--- src/mrrs_pkg.sv ---
package mrrs_pkg;

  localparam int unsigned SpeedW   = 10;
  localparam int unsigned TempW    = 8;
  localparam int unsigned TicksW   = 16;
  localparam int unsigned CfgIdxW  = 3;
  localparam int unsigned CfgDataW = 16;

  localparam logic [SpeedW-1:0] SpeedMax         = SpeedW'(1000);
  localparam logic [SpeedW-1:0] TargetSpeedReset = SpeedW'(800);
  localparam logic [SpeedW-1:0] AccelStepReset   = SpeedW'(100);
  localparam logic [SpeedW-1:0] DecelStepReset   = SpeedW'(100);
  localparam logic [TempW-1:0]  TempLimitReset   = TempW'(80);
  localparam logic [TicksW-1:0] RunTicksReset    = TicksW'(60);

  typedef enum logic [1:0] {
    PhaseIdle     = 2'd0,
    PhaseRampUp   = 2'd1,
    PhaseRun      = 2'd2,
    PhaseRampDown = 2'd3
  } phase_e;

  typedef enum logic [2:0] {
    ReasonNone      = 3'd0,
    ReasonCompleted = 3'd1,
    ReasonDoorRef   = 3'd2,
    ReasonEstopRef  = 3'd3,
    ReasonSafeTrip  = 3'd4,
    ReasonOverTemp  = 3'd5
  } reason_e;

  typedef enum logic [CfgIdxW-1:0] {
    CfgTargetSpeed = 3'd0,
    CfgAccelStep   = 3'd1,
    CfgDecelStep   = 3'd2,
    CfgTempLimit   = 3'd3,
    CfgRunTicks    = 3'd4
  } cfg_idx_e;

  typedef struct packed {
    logic             start_req;
    logic             door_closed;
    logic             estop;
    logic [TempW-1:0] temperature;
  } in_t;

  typedef struct packed {
    logic [SpeedW-1:0] speed;
    logic              pwm_on;
    logic              running;
    logic [1:0]        phase;
    logic [2:0]        stop_reason;
  } out_t;

  typedef struct packed {
    logic [CfgIdxW-1:0]  index;
    logic [CfgDataW-1:0] data;
  } cfg_wr_t;

  typedef struct packed {
    logic [SpeedW-1:0] top_speed;
    logic [SpeedW-1:0] accel_step;
    logic [SpeedW-1:0] decel_step;
    logic [TempW-1:0]  temp_limit;
    logic [TicksW-1:0] run_ticks;
  } cfg_t;

  typedef struct packed {
    phase_e            phase;
    logic [SpeedW-1:0] speed;
    logic [TicksW-1:0] elapsed;
    logic              running;
    reason_e           reason;
  } state_t;

endpackage

--- src/mrrs_step.sv ---
module mrrs_step
  import mrrs_pkg::*;
(
  input  state_t state_i,
  input  cfg_t   cfg_i,
  input  in_t    item_i,
  output state_t state_o
);

  logic [SpeedW-1:0] tgt;
  logic [SpeedW-1:0] acc;
  logic [SpeedW-1:0] dec;
  logic [SpeedW:0]   up_sum;
  logic [SpeedW-1:0] up_speed;
  logic [SpeedW-1:0] dn_speed;
  logic              do_up;
  logic              do_down;

  always_comb begin
    tgt = (cfg_i.top_speed > SpeedMax) ? SpeedMax : cfg_i.top_speed;
    acc = (cfg_i.accel_step == '0) ? SpeedW'(1) : cfg_i.accel_step;
    dec = (cfg_i.decel_step == '0) ? SpeedW'(1) : cfg_i.decel_step;
    up_sum = {1'b0, state_i.speed} + {1'b0, acc};
    if (state_i.speed < tgt) begin
      up_speed = (up_sum > {1'b0, tgt}) ? tgt : up_sum[SpeedW-1:0];
    end else if (state_i.speed > tgt) begin
      up_speed = ((state_i.speed - tgt) > acc) ? state_i.speed - acc : tgt;
    end else begin
      up_speed = tgt;
    end
    dn_speed = (state_i.speed > dec) ? state_i.speed - dec : '0;
  end

  always_comb begin
    state_o = state_i;
    do_up   = 1'b0;
    do_down = 1'b0;
    unique case (state_i.phase)
      PhaseIdle: begin
        if (item_i.start_req) begin
          if (!item_i.door_closed) begin
            state_o.reason = ReasonDoorRef;
          end else if (item_i.estop) begin
            state_o.reason = ReasonEstopRef;
          end else begin
            state_o.reason = ReasonNone;
            do_up = 1'b1;
          end
        end
      end
      PhaseRampUp: do_up = 1'b1;
      PhaseRun: begin
        if (state_i.elapsed >= cfg_i.run_ticks) begin
          state_o.reason = ReasonCompleted;
          do_down = 1'b1;
        end else if (!item_i.door_closed || item_i.estop) begin
          state_o.reason = ReasonSafeTrip;
          do_down = 1'b1;
        end else if (item_i.temperature > cfg_i.temp_limit) begin
          state_o.reason = ReasonOverTemp;
          do_down = 1'b1;
        end else begin
          state_o.elapsed = state_i.elapsed + TicksW'(1);
        end
      end
      PhaseRampDown: do_down = 1'b1;
      default: ;
    endcase

    if (do_up) begin
      state_o.speed = up_speed;
      if (up_speed == tgt) begin
        state_o.running = 1'b1;
        state_o.phase   = PhaseRun;
        state_o.elapsed = '0;
      end else begin
        state_o.phase = PhaseRampUp;
      end
    end else if (do_down) begin
      state_o.speed = dn_speed;
      if (dn_speed == '0) begin
        state_o.running = 1'b0;
        state_o.phase   = PhaseIdle;
      end else begin
        state_o.phase = PhaseRampDown;
      end
    end
  end

endmodule

--- config.mk ---
export PLATFORM = sky130hd
export DESIGN_NAME = mrrs_step
export DESIGN_NICKNAME = d
export VERILOG_FILES = /design/src/mrrs_pkg.sv /design/src/mrrs_step.sv
export SDC_FILE = /design/constraint.sdc
export NUM_CORES = 1
export LEC_CHECK = 0
export BUFFER_PORTS_ARGS = -buffer_cell sky130_fd_sc_hd__buf_2
export CORE_ASPECT_RATIO = 1.2
export CORE_MARGIN = 1
export CORE_UTILIZATION = 55
export DETAILED_ROUTE_END_ITERATION = 8
export GPL_TIMING_DRIVEN = 0
export PLACE_DENSITY = 0.84
export SLEW_MARGIN = 0
export SYNTH_ARGS = -nofsm -noshare
export SYNTH_HDL_FRONTEND = slang
export SYNTH_SLANG_ARGS = --single-unit
--- constraint.sdc ---
create_clock -name vclk -period 6.4
set_input_delay 0.96 -clock vclk [all_inputs]
set_output_delay 0.96 -clock vclk [all_outputs]
set_load 0.005 [all_outputs]
# --- After elaboration in Yosys (flattened, before gate mapping) ---
# Cells that the tools add are included.
classes:
  addsub: 5
  n_lt_le_gt_ge: 8
  n_eq_ne: 4
  mux: 36
  reduce_logical: 6
op_table:
  columns: ["cell", "n"]
  rows:
  - ["two-way mux 10 bit", 8]
  - ["two-way mux 16 bit", 5]
  - ["greater-than comparator 10 bit", 3]
  - ["zero test 10 bit", 3]
  - ["subtractor 10 bit", 3]
  - ["two-way mux 12 bit", 2]
  - ["two-way mux 17 bit", 1]
  - ["adder 16 x 1 -> 16 bit (second input constant)", 1]
  - [">= comparator 16 bit", 1]
  - ["two-way mux 3 bit", 4]
  - ["adder 10 x 10 -> 11 bit", 1]
  - ["greater-than comparator 11 x 10 -> 1 bit", 1]
  - ["equality test 10 bit", 1]
  - ["greater-than comparator 10 bit (second input constant)", 1]
  - ["< comparator 10 bit", 1]
  - ["two-way mux 1 bit", 9]
  - ["greater-than comparator 8 bit", 1]
  - ["two-way mux 2 bit", 4]
  - ["one-hot mux 3 bit (2 select lines)", 1]
  - ["equality test 2 bit (second input constant)", 2]
  - ["one-hot mux 1 bit (2 select lines)", 2]
  - ["equality test 2 x 1 -> 1 bit (second input constant)", 1]
  - ["zero test 2 bit", 1]
  - ["zero test 1 bit", 1]
  - ["logical OR 1 bit", 1]
totals:
  register_bits: 0
  input_bits: 97
  output_inout_bits: 32
  elab_cells: 59

# --- Logic depth before layout (Yosys ltp) ---
# Gate-level depths: netlist of run 1.
logic_depth:
  word_depth: 10
  depth_mapped: 24
  ltp_nobuf: 21

# --- Worst setup path before layout of run 1 ---
# Ideal clock, no wire load.
synth_timing:
  path_type: "input -> output"
  startpoint: "input port cfg_i[49] in the netlist's numbering"
  endpoint: "output port state_o[20] in the netlist's numbering"
  arrival_ps: 5111
  required_time_ps: 5440
  setup_slack_ps: 329
  cell_stages: 21
  path_buffers: 1
  path_cell_list: "buf_2 -> o211ai_4 -> o21ai_0 -> ha_1 -> nor2b_1 -> o21ai_0 -> a31oi_1 -> o21ai_0 -> a21oi_1 -> o21ai_0 -> nor2b_1 -> o211ai_1 -> ha_1 -> nand2_1 -> o21ai_0 -> nor3_1 -> a211o_1 -> or3_1 -> o21ai_1 -> mux2_2 -> mux2i_1"
synth_lines:
  columns: ["item", "line", "source"]
  rows:
  - ["start: declaration", "mrrs_step.sv:5", "input cfg_t cfg_i,"]
  - ["end: declaration", "mrrs_step.sv:7", "output state_t state_o"]

==> results of run 1 <==
==> how the worst max path moves through the flow <==
stage | to | depth (start not counted)
6_report | state_o[15] | 24
5_1_grt | state_o[18] | 24
4_1_cts | state_o[25] | 23
3_5_place_dp | state_o[20] | 22
3_3_place_gp | state_o[20] | 22
2_1_floorplan | state_o[20] | 21
==> cells in the final DEF, fill, tap and decap left out, types with 14 or more instances in the layout <==
cell type and count:
buf_2 124, inv_1 81, ha_1 77, a21oi_1 36
nand2_1 35, o21ai_0 32, buf_4 30, nand3_1 26
nor2_1 24, xnor2_1 24, nor2b_1 20, clkbuf_1 19
a21o_1 18, nand4_1 15, nor3_1 14, mux2i_1 14
==> cell type report <==
cell class / count / area (um2)
multi-input combinational: 574 / 4654
inverter: 82 / 307.8
tap: 117 / 146.4
buffer: 28 / 150.1
timing repair buffer: 156 / 908.4
fill: 721 / 2397
==> synth_stat cells (all sizes together) (7+ instances only) <==
library cell  count  area share (%)
inv              82             6.4
a21oi            44             4.9
nor4              7             1.2
a22oi            14             2.7
nand3            27             2.9
xor2             12             2.2
o22ai            14             1.9
o31ai            11             1.7
nor2             26             2.1
or3              11             1.4
xnor2            25             4.7
nor3             20             2.4
o21ai            44             4.5
a21o             18             2.8
clkbuf           19             1.5
nand2b            8             1.0
a31oi             9             1.2
a2111oi           8             1.9
a211oi           10             1.6
buf               9             1.4
or4               9             1.4
ha               82              21
nor2b            24             3.1
mux2i            14             2.9
nand4            15             1.9
nand2            36             2.8
==> what timing repair did <==
action                     in CTS  in global routing
setup buffers                  10                 19
gates resized for setup        36                 40
setup endpoints to repair      29                 24
hold buffers                    0                  0
pin swaps                      10                 27
==> where the power goes <==
part           leakage (uW)  internal (uW)  total, uW  switching [uW]
clock network             0              0          0               0
registers                 0              0          0               0
logic               0.00292            334        770             436
==> kinds of logic (layout without fill, tap and decap cells) <==
kind of cell / count (synthesis) / after routing / share of synthesized area (%)
mux: 18 / 18 / 3.825
simple gates: 210 / 210 / 24.40
xor+xnor: 37 / 37 / 6.849
fa+ha+maj: 87 / 87 / 23.08
compound gates: 222 / 222 / 32.64
buf+inv: 110 / 266 / 9.201
==> per-layer routing <==
layer | share of wire [%] | vias to the layer above | GRT usage [%] | wire (um)
met3 | 7.3 | 74 | 2.528 | 1336
met1 | 40 | 2868 | 46.42 | 7381
met2 | 47 | 336 | 65.12 | 8623
met4 | 5.5 | 0 | 16.39 | 1012
li1 | - | 2881 | - | -
met5 | 0 | - | 0 | 0
==> through the flow <==
step	util (%)	worst slack [ps]	cell area, um2	hold slack [ps]
final	72.01	49.87	6167	2254
after global routing	72.01	-57.61	6167	2284
after CTS	68.09	1.416	5832	2253
after detailed placement	65.65	-1015	5623	2252
after global placement	65.65	-999.8	5623	2212
after floorplan	-	328.5	4841	2003
==> results.py, run 1 <==
metrics = {
    "outcome": {
        "outcome": "completed",
    },
    "layout": {
        "nNetsFinal": 1025,
        "diodes": 0,
        "drive_gt1_share_pct": 28.10,
        "regArea_um2": 0,
        "fin_cells": 957,
        "nClkBuffers": 0,
        "syn_to_final_growth_pct": 27.40,
        "seq_cells": 0,
    },
    "global_route": {
        "grt_pass1_vias": 5652,
        "antenna_found_initial": 0,
        "grt_util_all_layers_pct": 37.45,
        "grt_max_degree": 11,
        "grt_pass1_wl_mm": 27.36,
        "grt_overflow_total": 0,
    },
    "critical_path": {
        "end_kind": "primary output",
        "cp-startpoint": "cfg_i[52]",
        "start_kind": "input port",
        "max_stage_delay_ps": 370,
        "required_ps": 5440,
        "crit_path_top_delay_cell": "ha_1",
        "worstPathCellList": "clkbuf_4 > o211ai_4 > o21ai_4 > ha_4 > nor2b_4 > o21ai_4 > a31oi_1 > o21ai_1 > a21oi_2 > o21ai_2 > nor2b_4 > o211ai_1 > ha_1 > nand2_1 > o21ai_2 > nor3_2 > a211o_1 > nor3_2 > a211o_1 > a31o_1 > buf_6 > buf_6 > a22oi_2 > buf_2",
        "crit_buf_inv": 4,
        "crit_arrival_ps": 5390,
        "path_delay_family": "compound AO/OA/AOI/OAI gates",
        "critPathKind": "in2out",
        "critPathMaxFanout": 10,
    },
    "sta": {
        "tns_ps": 0,
        "slew_headroom_pct": 35.88,
        "hold_viol_final": 0,
        "setup_viol": 0,
        "layout_min_cycle_time_ps": 6350,
        "final.period_utilization_pct": 99.22,
        "clock.fmax_mhz": 157.5,
        "finalMaxSlewViolations": 0,
        "tightest_slew_ps": 961.7,
    },
    "placement": {
        "place_hpwl_mm": 14.78,
        "gp_congestion": 0.9663,
        "placed_cells": 928,
        "io_buffers": 127,
    },
    "pwr": {
        "peakVddDrop_v": 0.00008563,
        "power_leakage_uw": 0.002921,
        "power_uw": 770.3,
        "power.density_mw_per_mm2": 124.9,
    },
    "min_path": {
        "hold_path_end": "state_o[1]",
        "worstHoldPathCells": 4,
        "hold_class": "in2out",
        "hp-start": "state_i[1]",
    },
    "floorplanning": {
        "start_util_pct": 56.52,
        "fp.coreArea_mm2": 0.008564,
        "die_x_um": 87.64,
        "ioPinCount": 129,
        "die_h_um": 104.8,
        "die-area_mm2": 0.009182,
        "row_count": 37,
    },
    "route": {
        "routed_wl_mm": 18.35,
        "detail_route.wl_per_cell_um": 19.18,
        "antenna_left": 0,
        "num_vias": 6159,
        "drt_iter0_drc": 489,
        "firstDrtPassIters": 5,
        "post_drt_via_cell_ratio": 6.436,
        "drc": 0,
    },
    "logic_synthesis": {
        "ys_warn_count": 0,
        "syn_nets": 867,
        "ys_types": 76,
        "ys_seq_area_share_pct": 0,
        "syn_area_mm2": 0.004841,
        "syn_inst": 684,
        "syn_area_per_cell_um2": 7.077,
    },
    "job": {
        "drv_cap": 0,
    },
}
Note: power is estimated with default switching activity, not from simulation.
==> run 2: changes to the inputs <==
==> constraint.sdc (replaced) <==
create_clock -name vclk -period 7.7
set_input_delay 1.155 -clock vclk [all_inputs]
set_output_delay 1.155 -clock vclk [all_outputs]
set_load 0.005 [all_outputs]
==> run 2 against run 1 <==
  * Wire length shrank 5.8%
  * Worst hold slack gained 390 ps
  * Power fell by 28%
  * Die area is the same
  * Cell count decreased by 3.0%
  * Via count is 4.2% lower
  * Setup slack improved by 200 ps
  * First-iteration DRC count shrank 7.6%
==> results.py, run 2 (synthesized netlist as in run 1, its figures left out) <==
metrics = {
    "clock_tree": {
        "hold_buffers": 0,
    },
    "pwr": {
        "switching_power_uw": 327.4,
        "power_leakage_uw": 0.002717,
        "power_frac_clock_pct": 0,
        "peakVddDrop_v": 0.00006176,
        "p_seq_share_pct": 0,
        "switching_share_pct": 59.44,
        "combPwrFrac_pct": 100.0,
        "p_int_uw": 223.4,
        "power.density_mw_per_mm2": 97.36,
    },
    "layout": {
        "fin_cells": 928,
        "drive_gt1_share_pct": 21.82,
        "final_common_cell": "buf_2",
        "diodes": 0,
        "fillCellCount": 776,
        "nClkBuffers": 0,
        "syn_to_final_growth_pct": 16.88,
        "seq_cells": 0,
        "final_cell_mix": "132 x buf_2, 82 x inv_1, 82 x ha_1, 39 x a21oi_1, 36 x o21ai_0",
        "multi_input_area_mm2": 0.004431,
        "regArea_um2": 0,
        "final_area_mm2": 0.005658,
        "nNetsFinal": 996,
    },
    "sta": {
        "clock.fmax_mhz": 134.3,
        "finalMaxSlewViolations": 0,
        "grt_setup_unrepaired": "no",
        "final.period_utilization_pct": 96.73,
        "tns_ps": 0,
        "hold_viol_final": 0,
        "tightest_slew_ps": 902.5,
        "slew_headroom_pct": 39.83,
        "layout_min_cycle_time_ps": 7448,
        "setup_viol": 0,
    },
    "route": {
        "post_drt_via_cell_ratio": 6.358,
        "firstDrtPassIters": 6,
        "drc": 0,
        "detail_route.wl_per_cell_um": 18.63,
        "antenna_left": 0,
        "drt_iter0_drc": 452,
        "num_vias": 5900,
        "routed_wl_mm": 17.29,
    },
    "floorplanning": {
        "row_count": 37,
        "die_h_um": 104.8,
        "ioPinCount": 129,
        "fp.coreArea_mm2": 0.008564,
        "die_x_um": 87.64,
        "die-area_mm2": 0.009182,
        "start_util_pct": 56.52,
    },
    "critical_path": {
        "path_delay_family": "compound AO/OA/AOI/OAI gates",
        "end_kind": "primary output",
        "crit_path_top_delay_cell": "nor4_1",
        "max_stage_delay_ps": 430,
        "start_kind": "input port",
        "required_ps": 6550,
        "crit_buf_inv": 4,
        "worstPathCellList": "buf_2 > nor4_1 > a41o_1 > ha_1 > fa_1 > nor2b_1 > o2111a_1 > o31a_1 > xnor2_1 > ha_1 > nand2_1 > nor3_1 > a21oi_1 > maj3_2 > o22ai_2 > nand2_2 > a31o_1 > buf_6 > buf_6 > a22oi_2 > buf_2",
        "critPathMaxFanout": 10,
        "crit_arrival_ps": 6290,
        "critPathKind": "in2out",
    },
    "global_route": {
        "grt_util_all_layers_pct": 36.30,
        "grt_max_degree": 11,
        "grt_pass1_vias": 5538,
        "antenna_found_initial": 0,
        "grt_pass1_wl_mm": 26.52,
        "grt_overflow_total": 0,
    },
    "job": {
        "drv_cap": 0,
    },
    "outcome": {
        "outcome": "completed",
    },
    "placement": {
        "io_buffers": 127,
        "place_hpwl_mm": 14.78,
        "placed_cells": 928,
        "placed_area_mm2": 0.005623,
        "gp_congestion": 0.9663,
    },
    "min_path": {
        "hold_class": "in2out",
    },
}
run 2: cell count changes in the layout (fill, tap and decap cells not counted), sizes merged:
cell	before	now
clkbuf	20	19
buf	164	136
run 2: power groups by stage:
stage          clock network (uW)  registers [uW]  logic (uW)
2_1_floorplan                   0               0         362
3_3_place_gp                    0               0         519
3_5_place_dp                    0               0         532
4_1_cts                         0               0         535
5_1_grt                         0               0         599
6_report                        0               0         551
run 2: worst min-delay path, delay by kind of cell:
family	cells	cell delay (ps)
AO/OA/AOI/OAI	2	130
buffers and inverters	2	200
run 2: layout make-up:
cell class,count,share of cell area (%)
Buffer,28,2.433
Timing Repair Buffer,127,11.23
Multi-Input combinational cell,574,78.31
Tap cell,117,2.587
Inverter,82,5.440
run 2: per-stage QoR:
| step | worst slack [ps] | util (%) | power [uW] | hold WS [ps] |
|---|---|---|---|---|
| final | 252.2 | 66.06 | 550.9 | 2645 |
| after global routing | 65.89 | 66.06 | 599.0 | 2674 |
| after CTS | 64.68 | 65.65 | 534.9 | 2643 |
| after detailed placement | -104.9 | 65.65 | 532.1 | 2642 |
| after global placement | -89.83 | 65.65 | 519.1 | 2602 |
| after floorplan | 1239 | - | 362.1 | 2393 |
run 2: worst paths after layout:
| check | startpoint | to | slack [ps] | cells past startpoint |
|---|---|---|---|---|
| max | cfg_i[40] | state_o[18] | 250 | 21 |
| min | state_i[1] | state_o[1] | 2650 | 4 |
run 2: what timing repair did:
action / 4_1_cts / 5_1_grt
setup buffers: 0 / 0
resized for setup: 3 / 10
endpoints found under the setup margin: 3 / 26
run 2: layer usage:
layer | vias to the layer above | wire length [um] | GRT usage (%) | share of wire, %
met2 | 296 | 8039 | 62.72 | 47
met1 | 2741 | 7293 | 45.22 | 42
met4 | 0 | 835 | 15.81 | 4.8
met5 | - | 0 | 0 | 0
met3 | 47 | 1118 | 2.686 | 6.5
li1 | 2816 | - | - | -
==> run 3: changes to the inputs <==
--- a/config.mk
+++ b/config.mk
@@ -5,13 +5,14 @@
 export SDC_FILE = /design/constraint.sdc
 export NUM_CORES = 1
 export LEC_CHECK = 0
-export BUFFER_PORTS_ARGS = -buffer_cell sky130_fd_sc_hd__buf_2
+export ABC_CLOCK_PERIOD_IN_PS = 7700
+export BUFFER_PORTS_ARGS = -buffer_cell sky130_fd_sc_hd__clkbuf_2
 export CORE_ASPECT_RATIO = 1.2
 export CORE_MARGIN = 1
-export CORE_UTILIZATION = 55
+export CORE_UTILIZATION = 61
 export DETAILED_ROUTE_END_ITERATION = 8
 export GPL_TIMING_DRIVEN = 0
-export PLACE_DENSITY = 0.84
+export PLACE_DENSITY = 0.92
 export SLEW_MARGIN = 0
 export SYNTH_ARGS = -nofsm -noshare
 export SYNTH_HDL_FRONTEND = slang
==> run 3 against run 2 <==
  * First-iteration DRC count rose by 19%
  * Power is 0.58% lower
  * Via count up 0.27%
  * Setup slack improved by 13 ps
  * Sequential share of layout area stayed put
  * Critical path depth is 1 higher
  * Sequential cell count unchanged
  * Non-clock buffer count unchanged
  * Count of clock-buffer cells in the layout unchanged
  * Design area shrank 0.69%
  * Largest cell class unchanged
  * Largest power group unchanged
==> results.py, run 3 (synthesized netlist as in run 1, its figures left out) <==
metrics = {
    "job": {
        "drv_cap": 0,
    },
    "route": {
        "antenna_left": 0,
        "firstDrtPassIters": 7,
        "drc": 0,
        "num_vias": 5916,
        "drt_iter0_drc": 537,
        "detail_route.wl_per_cell_um": 18.83,
        "post_drt_via_cell_ratio": 6.551,
        "routed_wl_mm": 17.00,
    },
    "clock_tree": {
        "hold_buffers": 0,
        "post_cts_buffers": 0,
    },
    "sta": {
        "timing.final.ws_setup_ps": 264.7,
        "finalMaxSlewViolations": 0,
        "holdWs_ps": 2621,
        "tightest_slew_ps": 951.2,
        "grt_setup_unrepaired": "no",
        "clock.fmax_mhz": 134.5,
        "slew_headroom_pct": 36.59,
        "layout_min_cycle_time_ps": 7435,
        "hold_viol_final": 0,
        "setup_viol": 0,
        "final.period_utilization_pct": 96.56,
    },
    "critical_path": {
        "critPathKind": "in2out",
        "crit_end": "state_o[14]",
        "critPathMaxFanout": 10,
        "start_kind": "input port",
        "required_ps": 6550,
        "end_kind": "primary output",
        "cp-startpoint": "cfg_i[40]",
        "crit_arrival_ps": 6280,
    },
    "floorplanning": {
        "die-area_mm2": 0.008297,
        "die_h_um": 99.59,
        "start_util_pct": 63.17,
        "fp.coreArea_mm2": 0.007664,
        "ioPinCount": 129,
        "row_count": 35,
        "die_x_um": 83.32,
    },
    "layout": {
        "nClkBuffers": 0,
        "final_common_cell": "clkbuf_2",
        "final_cell_mix": "127 x clkbuf_2, 82 x inv_1, 82 x ha_1, 39 x a21oi_1, 37 x o21ai_0",
        "fillCellCount": 619,
        "nNetsFinal": 996,
        "syn_to_final_growth_pct": 16.08,
        "diodes": 0,
        "fin_cells": 903,
        "regArea_um2": 0,
        "postLayoutCoreUtil_pct": 73.32,
        "seq_cells": 0,
        "drive_gt1_share_pct": 21.45,
    },
    "placement": {
        "io_buffers": 127,
        "placed_cells": 903,
        "pre_cts_slack_ps": -180.9,
        "gp_congestion": 0.9824,
        "place_hpwl_mm": 14.26,
    },
    "global_route": {
        "grt_pass1_vias": 5579,
        "antenna_found_initial": 0,
        "grt_util_all_layers_pct": 39.17,
        "grt_overflow_total": 0,
        "grt_pass1_wl_mm": 26.62,
        "grt_max_degree": 11,
    },
    "min_path": {
        "worstHoldPathCells": 4,
        "hold_class": "in2out",
    },
    "pwr": {
        "peakVddDrop_v": 0.00006749,
        "power.density_mw_per_mm2": 97.46,
        "power_leakage_uw": 0.002737,
        "power_uw": 547.6,
    },
    "outcome": {
        "outcome": "completed",
    },
}
run 3: worst min-delay path by stage:
stage               slack [ps]         end        start
detailed placement        2620  state_o[0]   state_i[0]
floorplan                 2390  state_o[1]  state_i[31]
global placement          2610  state_o[0]   state_i[0]
finish                    2620  state_o[0]   state_i[0]
global route              2650  state_o[0]   state_i[0]
CTS                       2620  state_o[0]   state_i[0]
run 3: final cells by class:
| class | count | area (um2) | area share, % |
|---|---|---|---|
| Buffer | 28 | 137.6 | 2.449 |
| Inverter | 82 | 307.8 | 5.478 |
| Timing Repair Buffer | 127 | 635.6 | 11.31 |
| Tap cell | 92 | 115.1 | 2.049 |
| Multi-Input combinational cell | 574 | 4423 | 78.71 |
run 3: repair_timing:
action	in CTS	in global routing
resized for setup	3	7
pin swaps	0	0
endpoints found under the setup margin	5	21
run 3: metal layers:
metal / global-route usage [%] / vias up / routed length (um)
li1: - / 2827 / -
met1: 46.96 / 2719 / 6912
met2: 68.85 / 312 / 7936
met3: 6.224 / 58 / 1342
met4: 17.24 / 0 / 813
met5: 0 / - / 0
run 3: stage by stage:
step                TNS, ps  cell area (um2)
floorplan                 0             4841
global placement     -68.72             5592
detailed placement   -339.2             5592
CTS                       0             5595
global route              0             5619
finish                    0             5619
run 3: report_power, final:
group	internal [uW]	switching [uW]	total, uW
clock network	0	0	0
logic	222	326	548
registers	0	0	0
total	222	326	548
run 3: critical path: stages:
cell and delay, ps:
clkbuf_2 100, nor4_1 400, a41o_1 320, ha_1 220
nor2b_1 170, o2111ai_1 150, a31oi_1 480, mux2i_1 150
o2111ai_1 220, inv_1 120, ha_1 360, nand4_1 130
nor3_1 200, a21oi_1 80, maj3_2 340, o22ai_2 330
nand2_1 360, a31o_1 330, buf_6 140, buf_6 150
a22oi_2 200, clkbuf_2 150
